$ cat config.mk
export PLATFORM = sky130hd
export DESIGN_NAME = rgb_led_strip_serializer
export DESIGN_NICKNAME = d
export VERILOG_FILES = /design/src/hdl/rlss_pkg.sv /design/src/hdl/rlss_ram.sv /design/src/hdl/rlss_cfg.sv /design/src/hdl/rlss_phase.sv /design/src/hdl/rgb_led_strip_serializer.sv
export SDC_FILE = /design/constraint.sdc
export NUM_CORES = 1
export LEC_CHECK = 0
export BUFFER_PORTS_ARGS = -buffer_cell sky130_fd_sc_hd__buf_2
export CAP_MARGIN = 20
export CORE_MARGIN = 4
export CORE_UTILIZATION = 31
export DETAILED_ROUTE_END_ITERATION = 8
export PLACE_DENSITY = 0.41
export SETUP_SLACK_MARGIN = 0.1
export SLEW_MARGIN = 20
export SYNTH_ARGS = -nofsm -noshare
export SYNTH_HDL_FRONTEND = slang
export SYNTH_SLANG_ARGS = --single-unit
$ cat constraint.sdc
create_clock -name clk -period 7.8 [get_ports clk]
set_clock_uncertainty 0.15 [all_clocks]
set_input_delay 1.56 -clock clk [delete_from_list [all_inputs] [get_ports clk]]
set_output_delay 1.56 -clock clk [all_outputs]
set_load 0.01 [all_outputs]
$ cat src/hdl/rlss_pkg.sv
// Shared types and constants for the RGB LED strip serializer.
package rlss_pkg;

    // Field widths of the stream beats.
    localparam int MODE_W   = 2;
    localparam int SEL_W    = 4;
    localparam int LEVEL_W  = 8;
    localparam int CFG_W    = 16;
    localparam int CFG_IDX_W = 2;
    localparam int WORD_W   = 24;
    localparam int BIT_PTR_W = 5;
    localparam int BITS_PER_LED = 24;
    localparam int S_TDATA_W = 32;
    localparam int M_TDATA_W = 8;

    // Reset values of the timing registers, in tick beats.
    localparam logic [CFG_W-1:0] ONE_HIGH_RST  = 16'd40;
    localparam logic [CFG_W-1:0] ONE_LOW_RST   = 16'd80;
    localparam logic [CFG_W-1:0] ZERO_HIGH_RST = 16'd35;
    localparam logic [CFG_W-1:0] ZERO_LOW_RST  = 16'd50;

    // Kind of an input beat.
    typedef enum logic [MODE_W-1:0] {
        MODE_TICK  = 2'd0,
        MODE_SET   = 2'd1,
        MODE_CLEAR = 2'd2
    } mode_t;

    // Register indexes of the configuration port.
    typedef enum logic [CFG_IDX_W-1:0] {
        CFG_ONE_HIGH  = 2'd0,
        CFG_ONE_LOW   = 2'd1,
        CFG_ZERO_HIGH = 2'd2,
        CFG_ZERO_LOW  = 2'd3
    } cfg_idx_t;

    // Bit timing settings.
    typedef struct packed {
        logic [CFG_W-1:0] one_high;
        logic [CFG_W-1:0] one_low;
        logic [CFG_W-1:0] zero_high;
        logic [CFG_W-1:0] zero_low;
    } cfg_t;

    // Status of the phase engine: current busy flag, next-state view and events.
    typedef struct packed {
        logic busy_now;
        logic busy_next;
        logic high_next;
        logic bit_adv;
        logic led_adv;
        logic done;
    } phase_stat_t;

endpackage

$ cat src/hdl/rlss_ram.sv
// Generic single-port-write, single-port-read RAM with registered read data.
module rlss_ram #(
    parameter int WIDTH = 24,
    parameter int DEPTH = 16,
    localparam int AW = (DEPTH > 1) ? $clog2(DEPTH) : 1
) (
    input  logic             clk,
    input  logic             we,
    input  logic [AW-1:0]    waddr,
    input  logic [WIDTH-1:0] wdata,
    input  logic [AW-1:0]    raddr,
    output logic [WIDTH-1:0] rdata
);

    logic [WIDTH-1:0] mem [DEPTH];
    logic [WIDTH-1:0] rdata_reg;

    // Write port and registered read port.
    always_ff @(posedge clk)
    begin
        if (we)
        begin
            mem[waddr] <= wdata;
        end
        rdata_reg <= mem[raddr];
    end

    assign rdata = rdata_reg;

endmodule

$ cat src/hdl/rlss_cfg.sv
// Bit timing configuration registers of the LED strip serializer.
module rlss_cfg (
    input  logic                            clk,
    input  logic                            rst_n,
    input  logic                            cfg_we,
    input  logic [rlss_pkg::CFG_IDX_W-1:0]  cfg_addr,
    input  logic [rlss_pkg::CFG_W-1:0]      cfg_data,
    output rlss_pkg::cfg_t                  cfg
);
    import rlss_pkg::*;

    cfg_t cfg_reg;
    cfg_t cfg_next;

    // Decode the register index of a write.
    always_comb
    begin
        cfg_next = cfg_reg;
        if (cfg_we)
        begin
            case (cfg_idx_t'(cfg_addr))
                CFG_ONE_HIGH:  cfg_next.one_high  = cfg_data;
                CFG_ONE_LOW:   cfg_next.one_low   = cfg_data;
                CFG_ZERO_HIGH: cfg_next.zero_high = cfg_data;
                CFG_ZERO_LOW:  cfg_next.zero_low  = cfg_data;
                default:       cfg_next = cfg_reg;
            endcase
        end
    end

    always_ff @(posedge clk or negedge rst_n)
    begin
        if (!rst_n)
        begin
            cfg_reg.one_high  <= ONE_HIGH_RST;
            cfg_reg.one_low   <= ONE_LOW_RST;
            cfg_reg.zero_high <= ZERO_HIGH_RST;
            cfg_reg.zero_low  <= ZERO_LOW_RST;
        end
        else
        begin
            cfg_reg <= cfg_next;
        end
    end

    assign cfg = cfg_reg;

endmodule

$ cat src/hdl/rlss_phase.sv
// Phase engine: counts high and low times and walks bits and LEDs of a frame.
module rlss_phase #(
    parameter int NUM_LEDS = 16,
    parameter int TICK_COUNT_WIDTH = 16,
    localparam int LED_W = (NUM_LEDS > 1) ? $clog2(NUM_LEDS) : 1
) (
    input  logic                 clk,
    input  logic                 rst_n,
    input  logic                 start,
    input  logic                 tick,
    input  logic                 cur_bit,
    input  rlss_pkg::cfg_t       cfg,
    output logic [LED_W-1:0]     led_ptr,
    output rlss_pkg::phase_stat_t stat
);
    import rlss_pkg::*;

    localparam logic [LED_W-1:0] LAST_LED = LED_W'(NUM_LEDS - 1);
    localparam logic [BIT_PTR_W-1:0] LAST_BIT = BIT_PTR_W'(BITS_PER_LED - 1);

    logic                        sending_reg, sending_next;
    logic                        high_reg, high_next;
    logic [LED_W-1:0]            led_reg, led_next;
    logic [BIT_PTR_W-1:0]        bit_reg, bit_next;
    logic [TICK_COUNT_WIDTH-1:0] cnt_reg, cnt_next;

    logic [CFG_W-1:0]            len_sel;
    logic [TICK_COUNT_WIDTH-1:0] len_cut;
    logic [TICK_COUNT_WIDTH-1:0] len;
    logic [TICK_COUNT_WIDTH-1:0] cnt_inc;

    // Length of the current phase; a zero length counts as one tick.
    always_comb
    begin
        if (high_reg)
        begin
            len_sel = cur_bit ? cfg.one_high : cfg.zero_high;
        end
        else
        begin
            len_sel = cur_bit ? cfg.one_low : cfg.zero_low;
        end
        len_cut = TICK_COUNT_WIDTH'({16'd0, len_sel});
        len = (len_cut == '0) ? TICK_COUNT_WIDTH'(1) : len_cut;
        cnt_inc = cnt_reg + TICK_COUNT_WIDTH'(1);
    end

    // Next state of the frame walk.
    always_comb
    begin
        sending_next = sending_reg;
        high_next    = high_reg;
        led_next     = led_reg;
        bit_next     = bit_reg;
        cnt_next     = cnt_reg;
        stat.bit_adv = 1'b0;
        stat.led_adv = 1'b0;
        stat.done    = 1'b0;
        if (start)
        begin
            sending_next = 1'b1;
            high_next    = 1'b1;
            led_next     = '0;
            bit_next     = '0;
            cnt_next     = '0;
        end
        else if (tick && sending_reg)
        begin
            if (cnt_inc < len)
            begin
                cnt_next = cnt_inc;
            end
            else
            begin
                cnt_next = '0;
                if (high_reg)
                begin
                    high_next = 1'b0;
                end
                else if (bit_reg != LAST_BIT)
                begin
                    bit_next     = bit_reg + BIT_PTR_W'(1);
                    high_next    = 1'b1;
                    stat.bit_adv = 1'b1;
                end
                else if (led_reg != LAST_LED)
                begin
                    bit_next     = '0;
                    led_next     = led_reg + LED_W'(1);
                    high_next    = 1'b1;
                    stat.led_adv = 1'b1;
                end
                else
                begin
                    bit_next     = '0;
                    led_next     = '0;
                    sending_next = 1'b0;
                    high_next    = 1'b0;
                    stat.done    = 1'b1;
                end
            end
        end
        stat.busy_now  = sending_reg;
        stat.busy_next = sending_next;
        stat.high_next = high_next;
    end

    always_ff @(posedge clk or negedge rst_n)
    begin
        if (!rst_n)
        begin
            sending_reg <= 1'b0;
            high_reg    <= 1'b0;
            led_reg     <= '0;
            bit_reg     <= '0;
            cnt_reg     <= '0;
        end
        else
        begin
            sending_reg <= sending_next;
            high_reg    <= high_next;
            led_reg     <= led_next;
            bit_reg     <= bit_next;
            cnt_reg     <= cnt_next;
        end
    end

    assign led_ptr = led_reg;

endmodule

$ cat src/hdl/rgb_led_strip_serializer.sv
// Top level of the RGB LED strip serializer: stream ports, frame buffer and result register.
// Every accepted input beat yields one result beat in the following cycle.
// Throughput: one beat per cycle unless m_tready stalls; phase engine and buffer update in one pass.
// After reset the frame buffer is zeroed by a sweep over every entry with s_tready low.
// A clear beat zeroes the buffer entry by entry while its frame goes out; reads show zero meanwhile.
// Reset is asynchronous and active low; timing registers return to 40, 80, 35 and 50 ticks.
module rgb_led_strip_serializer #(
    parameter int NUM_LEDS = 16,
    parameter int TICK_COUNT_WIDTH = 16
) (
    input  logic                            clk,
    input  logic                            rst_n,
    // Input beat stream.
    input  logic                            s_tvalid,
    output logic                            s_tready,
    input  logic [rlss_pkg::S_TDATA_W-1:0]  s_tdata,  // led_select, red_level, green_level, blue_level
    input  logic [rlss_pkg::MODE_W-1:0]     s_tuser,  // mode
    // Result beat stream.
    output logic                            m_tvalid,
    input  logic                            m_tready,
    output logic [rlss_pkg::M_TDATA_W-1:0]  m_tdata,  // pin_level, busy_res, refused
    output logic                            m_tlast,  // frame_done
    // Configuration write port.
    input  logic                            cfg_we,
    input  logic [rlss_pkg::CFG_IDX_W-1:0]  cfg_addr,
    input  logic [rlss_pkg::CFG_W-1:0]      cfg_data
);
    import rlss_pkg::*;

    localparam int LED_W = (NUM_LEDS > 1) ? $clog2(NUM_LEDS) : 1;
    localparam int SWEEP_W = $clog2(NUM_LEDS + 1);
    localparam logic [LED_W-1:0] LAST_LED = LED_W'(NUM_LEDS - 1);
    localparam logic [SWEEP_W-1:0] SWEEP_END = SWEEP_W'(NUM_LEDS);

    cfg_t        cfg;
    phase_stat_t stat;
    logic [LED_W-1:0] led_ptr;

    logic             accept;
    logic             tick;
    logic             request;
    logic             start;
    logic             refuse;
    logic [SEL_W-1:0] sel;
    logic [WORD_W-1:0] new_word;
    logic             sel_in_range;

    logic [WORD_W-1:0] word_reg, word_next;
    logic              clear_mode_reg, clear_mode_next;
    logic [SWEEP_W-1:0] sweep_cnt_reg;
    logic              sweep_done_reg;

    logic              ram_we;
    logic [LED_W-1:0]  ram_waddr;
    logic [WORD_W-1:0] ram_wdata;
    logic [LED_W-1:0]  ram_raddr;
    logic [WORD_W-1:0] ram_rdata;

    logic              m_tvalid_reg;
    logic [2:0]        m_flags_reg;
    logic              m_last_reg;

    // Input side takes a beat once the reset sweep is done and the result register is free or draining.
    assign s_tready = sweep_done_reg && (!m_tvalid_reg || m_tready);
    assign accept   = s_tvalid && s_tready;
    assign sel      = s_tdata[SEL_W-1:0];
    assign new_word = {s_tdata[19:12], s_tdata[11:4], s_tdata[27:20]};
    assign sel_in_range = {{(32 - SEL_W){1'b0}}, sel} < 32'(NUM_LEDS);

    // Decode the kind of beat.
    always_comb
    begin
        tick    = 1'b0;
        request = 1'b0;
        case (mode_t'(s_tuser))
            MODE_TICK:  tick    = accept;
            MODE_SET:   request = accept;
            MODE_CLEAR: request = accept;
            default:
            begin
                tick    = 1'b0;
                request = 1'b0;
            end
        endcase
        start  = request && !stat.busy_now;
        refuse = request && stat.busy_now;
    end

    rlss_cfg u_cfg (
        .clk      (clk),
        .rst_n    (rst_n),
        .cfg_we   (cfg_we),
        .cfg_addr (cfg_addr),
        .cfg_data (cfg_data),
        .cfg      (cfg)
    );

    rlss_phase #(
        .NUM_LEDS         (NUM_LEDS),
        .TICK_COUNT_WIDTH (TICK_COUNT_WIDTH)
    ) u_phase (
        .clk     (clk),
        .rst_n   (rst_n),
        .start   (start),
        .tick    (tick),
        .cur_bit (word_reg[WORD_W-1]),
        .cfg     (cfg),
        .led_ptr (led_ptr),
        .stat    (stat)
    );

    // Frame buffer writes: reset sweep, a set beat, or zeroing behind a clear frame.
    always_comb
    begin
        ram_we    = 1'b0;
        ram_waddr = led_ptr;
        ram_wdata = '0;
        if (!sweep_done_reg)
        begin
            ram_we    = (sweep_cnt_reg != SWEEP_END);
            ram_waddr = LED_W'(sweep_cnt_reg);
        end
        else if (start && (mode_t'(s_tuser) == MODE_SET))
        begin
            ram_we    = sel_in_range;
            ram_waddr = LED_W'(sel);
            ram_wdata = new_word;
        end
        else if (clear_mode_reg && stat.busy_now)
        begin
            ram_we    = 1'b1;
            ram_waddr = led_ptr;
        end
        // While sending, prefetch the next LED; while idle, keep LED 0 ready.
        if (stat.busy_now)
        begin
            ram_raddr = (led_ptr == LAST_LED) ? '0 : led_ptr + LED_W'(1);
        end
        else
        begin
            ram_raddr = '0;
        end
    end

    rlss_ram #(
        .WIDTH (WORD_W),
        .DEPTH (NUM_LEDS)
    ) u_ram (
        .clk   (clk),
        .we    (ram_we),
        .waddr (ram_waddr),
        .wdata (ram_wdata),
        .raddr (ram_raddr),
        .rdata (ram_rdata)
    );

    // Shift register holding the word of the LED being sent, current bit on top.
    always_comb
    begin
        word_next       = word_reg;
        clear_mode_next = clear_mode_reg;
        if (start)
        begin
            if (mode_t'(s_tuser) == MODE_CLEAR)
            begin
                clear_mode_next = 1'b1;
                word_next       = '0;
            end
            else
            begin
                clear_mode_next = 1'b0;
                word_next       = (sel == '0) ? new_word : ram_rdata;
            end
        end
        else if (stat.led_adv)
        begin
            word_next = clear_mode_reg ? '0 : ram_rdata;
        end
        else if (stat.bit_adv)
        begin
            word_next = {word_reg[WORD_W-2:0], 1'b0};
        end
    end

    always_ff @(posedge clk)
    begin
        word_reg <= word_next;
    end

    // Control registers: clear flag, reset sweep and result handshake.
    always_ff @(posedge clk or negedge rst_n)
    begin
        if (!rst_n)
        begin
            clear_mode_reg <= 1'b0;
            sweep_cnt_reg  <= '0;
            sweep_done_reg <= 1'b0;
            m_tvalid_reg   <= 1'b0;
        end
        else
        begin
            clear_mode_reg <= clear_mode_next;
            if (!sweep_done_reg)
            begin
                if (sweep_cnt_reg == SWEEP_END)
                begin
                    sweep_done_reg <= 1'b1;
                end
                else
                begin
                    sweep_cnt_reg <= sweep_cnt_reg + SWEEP_W'(1);
                end
            end
            if (accept)
            begin
                m_tvalid_reg <= 1'b1;
            end
            else if (m_tready)
            begin
                m_tvalid_reg <= 1'b0;
            end
        end
    end

    // Result payload of each beat.
    always_ff @(posedge clk)
    begin
        if (accept)
        begin
            m_flags_reg <= {refuse, stat.busy_next, stat.busy_next && stat.high_next};
            m_last_reg  <= stat.done;
        end
    end

    assign m_tvalid = m_tvalid_reg;
    assign m_tdata  = {{(M_TDATA_W - 3){1'b0}}, m_flags_reg};
    assign m_tlast  = m_last_reg;

endmodule

==> key figures <==
Run status
  • Status: finished, final reports clean

Yosys
  • Mean post-synth cell area: about 14 um^2
  • Largest family of logic cells by synthesized area: multiplexers
  • Mapped Cells: around 1600
  • Synth cell types: 60
  • Yosys warns: 0
  • Synth Register Bits: 535
  • Compound-Gate Fraction of Synth Area: 0.08333
  • Post-synth EDFFs: 412
  • Post-synthesis sequential area ratio: 0.6639
  • Adder-cell share of the synthesized area: 0.01245
  • Simple-gate area share of the yosys netlist: 0.08847
  • Asr flop ratio synth: 0.1850
  • Post-Synth XOR/XNOR Area: 0.007201
  • Mux contribution to synthesized area: 0.1185
  • Mapped cell area: around 23000 um^2
  • Primary FF master, synth: edfxtp_1

STA
  • Hold Vio Cnt, Final: 0
  • Max-slew violations: 0
  • Min Hold Slack: around 0.32 ns
  • Worst slew pin tran: between 1 and 1.5 ns
  • Unrepaired setup endpoints after global routing: no
  • Min Tclk post-route: around 5.3 ns
  • Setup TNS: 0 ns
  • # setup viols final: 0
  • Peak Freq: 187.0 MHz
  • Relative slew slack: 0.2421
  • Period utilisation layout: 0.6856

Setup path
  • Crit end category: register
  • CP peak stage delay: roughly 1.1 ns
  • CP Launch Type: register
  • Register-to-register setup slack: around 2.5 ns
  • CP Class: reg2reg
  • Critical path's top delay family: compound AO/OA/AOI/OAI gates
  • Worst Path Required: about 8.1 ns
  • CP Max Fanout: 23
  • WP buf/inv: 0
  • Critical path cell sequence: nand3_1 > or4_1 > or2_1 > nor2_1 > xor2_1 > ha_1 > and4_1 > a221oi_1 > o2111ai_4 > a41oi_4 > a221o_1
  • CP max-delay cell: a41oi_4
  • CP arrival: approximately 5.7 ns

Layout
  • Nets: 1755
  • Filler Cell Count: between 7000 and 8000
  • Post-Layout Cell Count: 2686
  • Diodes inserted: 0
  • Synthesis-to-finish area growth: 14.97%
  • Layout cell share with drive strength beyond 1: 0.1818
  • Largest register FFs: 384

Die
  • DIE AREA: around 79000 um^2
  • Die Span Y: approximately 280 um
  • Core area: between 70000 and 80000 um^2
  • Die width: ~280 um
  • Initial Util: 0.3146
  • Row count: 99
  • I/O pin count: between 60 and 70

Placed design
  • Placed wire-length estimate: 36.07 mm
  • IO Port Bufs: 58
  • Dpl cells: approximately 2600
  • GPL Wtd Cong: 0.7255

Clock tree
  • CTS Hold Bufs: 0
  • Post-cts resize count: 0
  • CTS root buffer: clkbuf_16
  • CTS tree: yes
  • Postcts setup bufs: 0
  • Clock sink count: ~540
  • CTS Buffer Depth: 3
  • Clock transition at path regs: about 0.060 ns
  • Htree depth: 2
  • Inserted Clock Buffers: between 60 and 70
  • Later-pin clock latency in the skew report: ~0.66 ns

Power and ir drop
  • Max VDD drop: 183.4 uV
  • Leakage power: ~0.0088 uW
  • Pwr dens: between 200 and 300 nW/um^2

Routing
  • Detailed-route wire length: 66.14 mm
  • First DRT Iteration DRCs: 1022
  • Via-to-Cell Ratio: between 5 and 6
  • DRC violations left: 0
  • Routed wire length per instance: roughly 25 um
  • Drt first pass iters: 5
  • Total number of vias: roughly 14000
  • Antenna Nets Post-Route: 0

GRT
  • Via count of the first global-routing pass: between 10000 and 15000
  • Overall routing resource usage: 0.1667
  • Initial antenna violation count: 4
  • Largest net degree at the start of global routing: ~140
  • GR Overflow Total: 0
  • Global-route wire length before repair: 97.20 mm

Run
  • Max_cap viols: 0

Min path
  • HP Class: reg2reg
-- area by class of cell --
| type | count | area, um^2 | area share |
|---|---|---|---|
| sequential | 535 | 15350 | 0.5776 |
| multi-input combinational | 961 | 7400 | 0.2785 |
| clock buffer | 86 | 1700 | 0.06400 |
| tap | 959 | 1200 | 0.04516 |
| timing repair buffer | 90 | 593.1 | 0.02232 |
| clock inverter | 29 | 231.5 | 0.008712 |
| inverter | 26 | 97.59 | 0.003673 |
-- cells in the mapped netlist (5+ instances only) --
master / number / share of area
and2_1: 28 / 0.0076
o22ai_1: 26 / 0.0070
mux2_1: 35 / 0.017
a21oi_1: 88 / 0.019
ha_1: 23 / 0.012
nand3_1: 31 / 0.0067
nor2_1: 85 / 0.014
xnor2_1: 15 / 0.0057
nor3_1: 5 / 0.0011
a221o_1: 28 / 0.012
inv_1: 26 / 0.0042
buf_2: 8 / 0.0017
nand2b_1: 5 / 0.0014
buf_6: 5 / 0.0024
nand2_1: 134 / 0.022
dfxtp_1: 24 / 0.021
nand4_1: 6 / 0.0016
buf_1: 10 / 0.0016
buf_4: 6 / 0.0019
a211oi_1: 24 / 0.0078
mux4_2: 31 / 0.030
a22oi_1: 24 / 0.0078
a22o_1: 6 / 0.0023
mux2i_1: 80 / 0.035
o21ai_0: 54 / 0.012
nor2b_1: 5 / 0.0014
dfrtp_1: 89 / 0.096
nand3b_1: 51 / 0.017
a31oi_1: 29 / 0.0079
mux2_2: 54 / 0.026
edfxtp_1: 412 / 0.54
dfstp_2: 10 / 0.011
clkbuf_1: 81 / 0.013
and3_1: 29 / 0.0079
nor4_1: 7 / 0.0019
mux4_1: 9 / 0.010
-- kinds of logic (layout without fill, tap and decap cells) --
logic type,count (synthesis),in the layout
adders and majority gates,23,23
AOI/OAI and AO/OA,297,297
xor gates and xnor gates,19,19
and+or+nand+nor,408,408
buffers and inverters,137,231
other,1,5
DFF,535,535
muxes,209,209
-- power by group --
group / internal [uW] / switching (uW) / leakage [uW]
combinational: 303 / 434 / 0.00324
sequential: 3200 / 102 / 0.00464
clock: 1550 / 1180 / 0.000949
-- stage by stage --
step / area, um^2 / worst slack, ns / power (uW) / util
after detailed placement: 24590 / 2.527 / 4112 / 0.3347
final: 26570 / 2.452 / 6782 / 0.3617
after global placement: 24550 / 2.555 / 4091 / 0.3343
after global routing: 26570 / 2.202 / 7098 / 0.3617
after CTS: 26520 / 2.496 / 6883 / 0.3610
after floorplan: 23120 / 3.321 / 3841 / -
-- cell usage in the layout (no fill, tap or decap), types with 6 or more instances in the layout --
cell type	n
nand4_1	6
and3_1	28
inv_1	26
clkbuf_1	17
dfrtp_1	88
nand2_1	131
a31oi_1	28
buf_2	57
xnor2_1	15
mux2_2	54
a221o_1	28
nor2_4	16
buf_4	28
nor4_1	6
edfxtp_1	412
dfstp_2	10
a211oi_1	24
o22ai_1	26
mux2_1	35
dfxtp_1	24
mux2i_1	80
mux4_2	31
nand3_1	30
clkbuf_16	61
ha_1	22
and2_1	27
nor2_1	69
clkbuf_8	8
a21oi_1	88
nand3b_1	51
a22o_1	6
o21ai_0	54
a22oi_1	24
clkinv_1	8
clkinv_2	14
mux4_1	9
-- path summary, 6_finish.rpt --
kind                       depth (start not counted)          endpoint                from
min in group asynchronous                          1     u_cfg.cfg[58]               rst_n
max                                               11       word_reg[1]  u_phase.cnt_reg[0]
max in group asynchronous                          2     u_cfg.cfg[29]               rst_n
min reg2reg                                        1  sweep_cnt_reg[4]    sweep_cnt_reg[4]
max reg2reg                                       11       word_reg[1]  u_phase.cnt_reg[0]
min                                                1  sweep_cnt_reg[4]    sweep_cnt_reg[4]
-- metal layers --
| metal | share of wire | vias up | GRT usage |
|---|---|---|---|
| met5 | 0 | - | 0 |
| met4 | 0.015 | 0 | 0.03235 |
| met3 | 0.039 | 73 | 0.02376 |
| met2 | 0.47 | 271 | 0.2704 |
| met1 | 0.48 | 7154 | 0.2406 |
| li1 | - | 6311 | - |
Power figures use the tool's default switching activity.
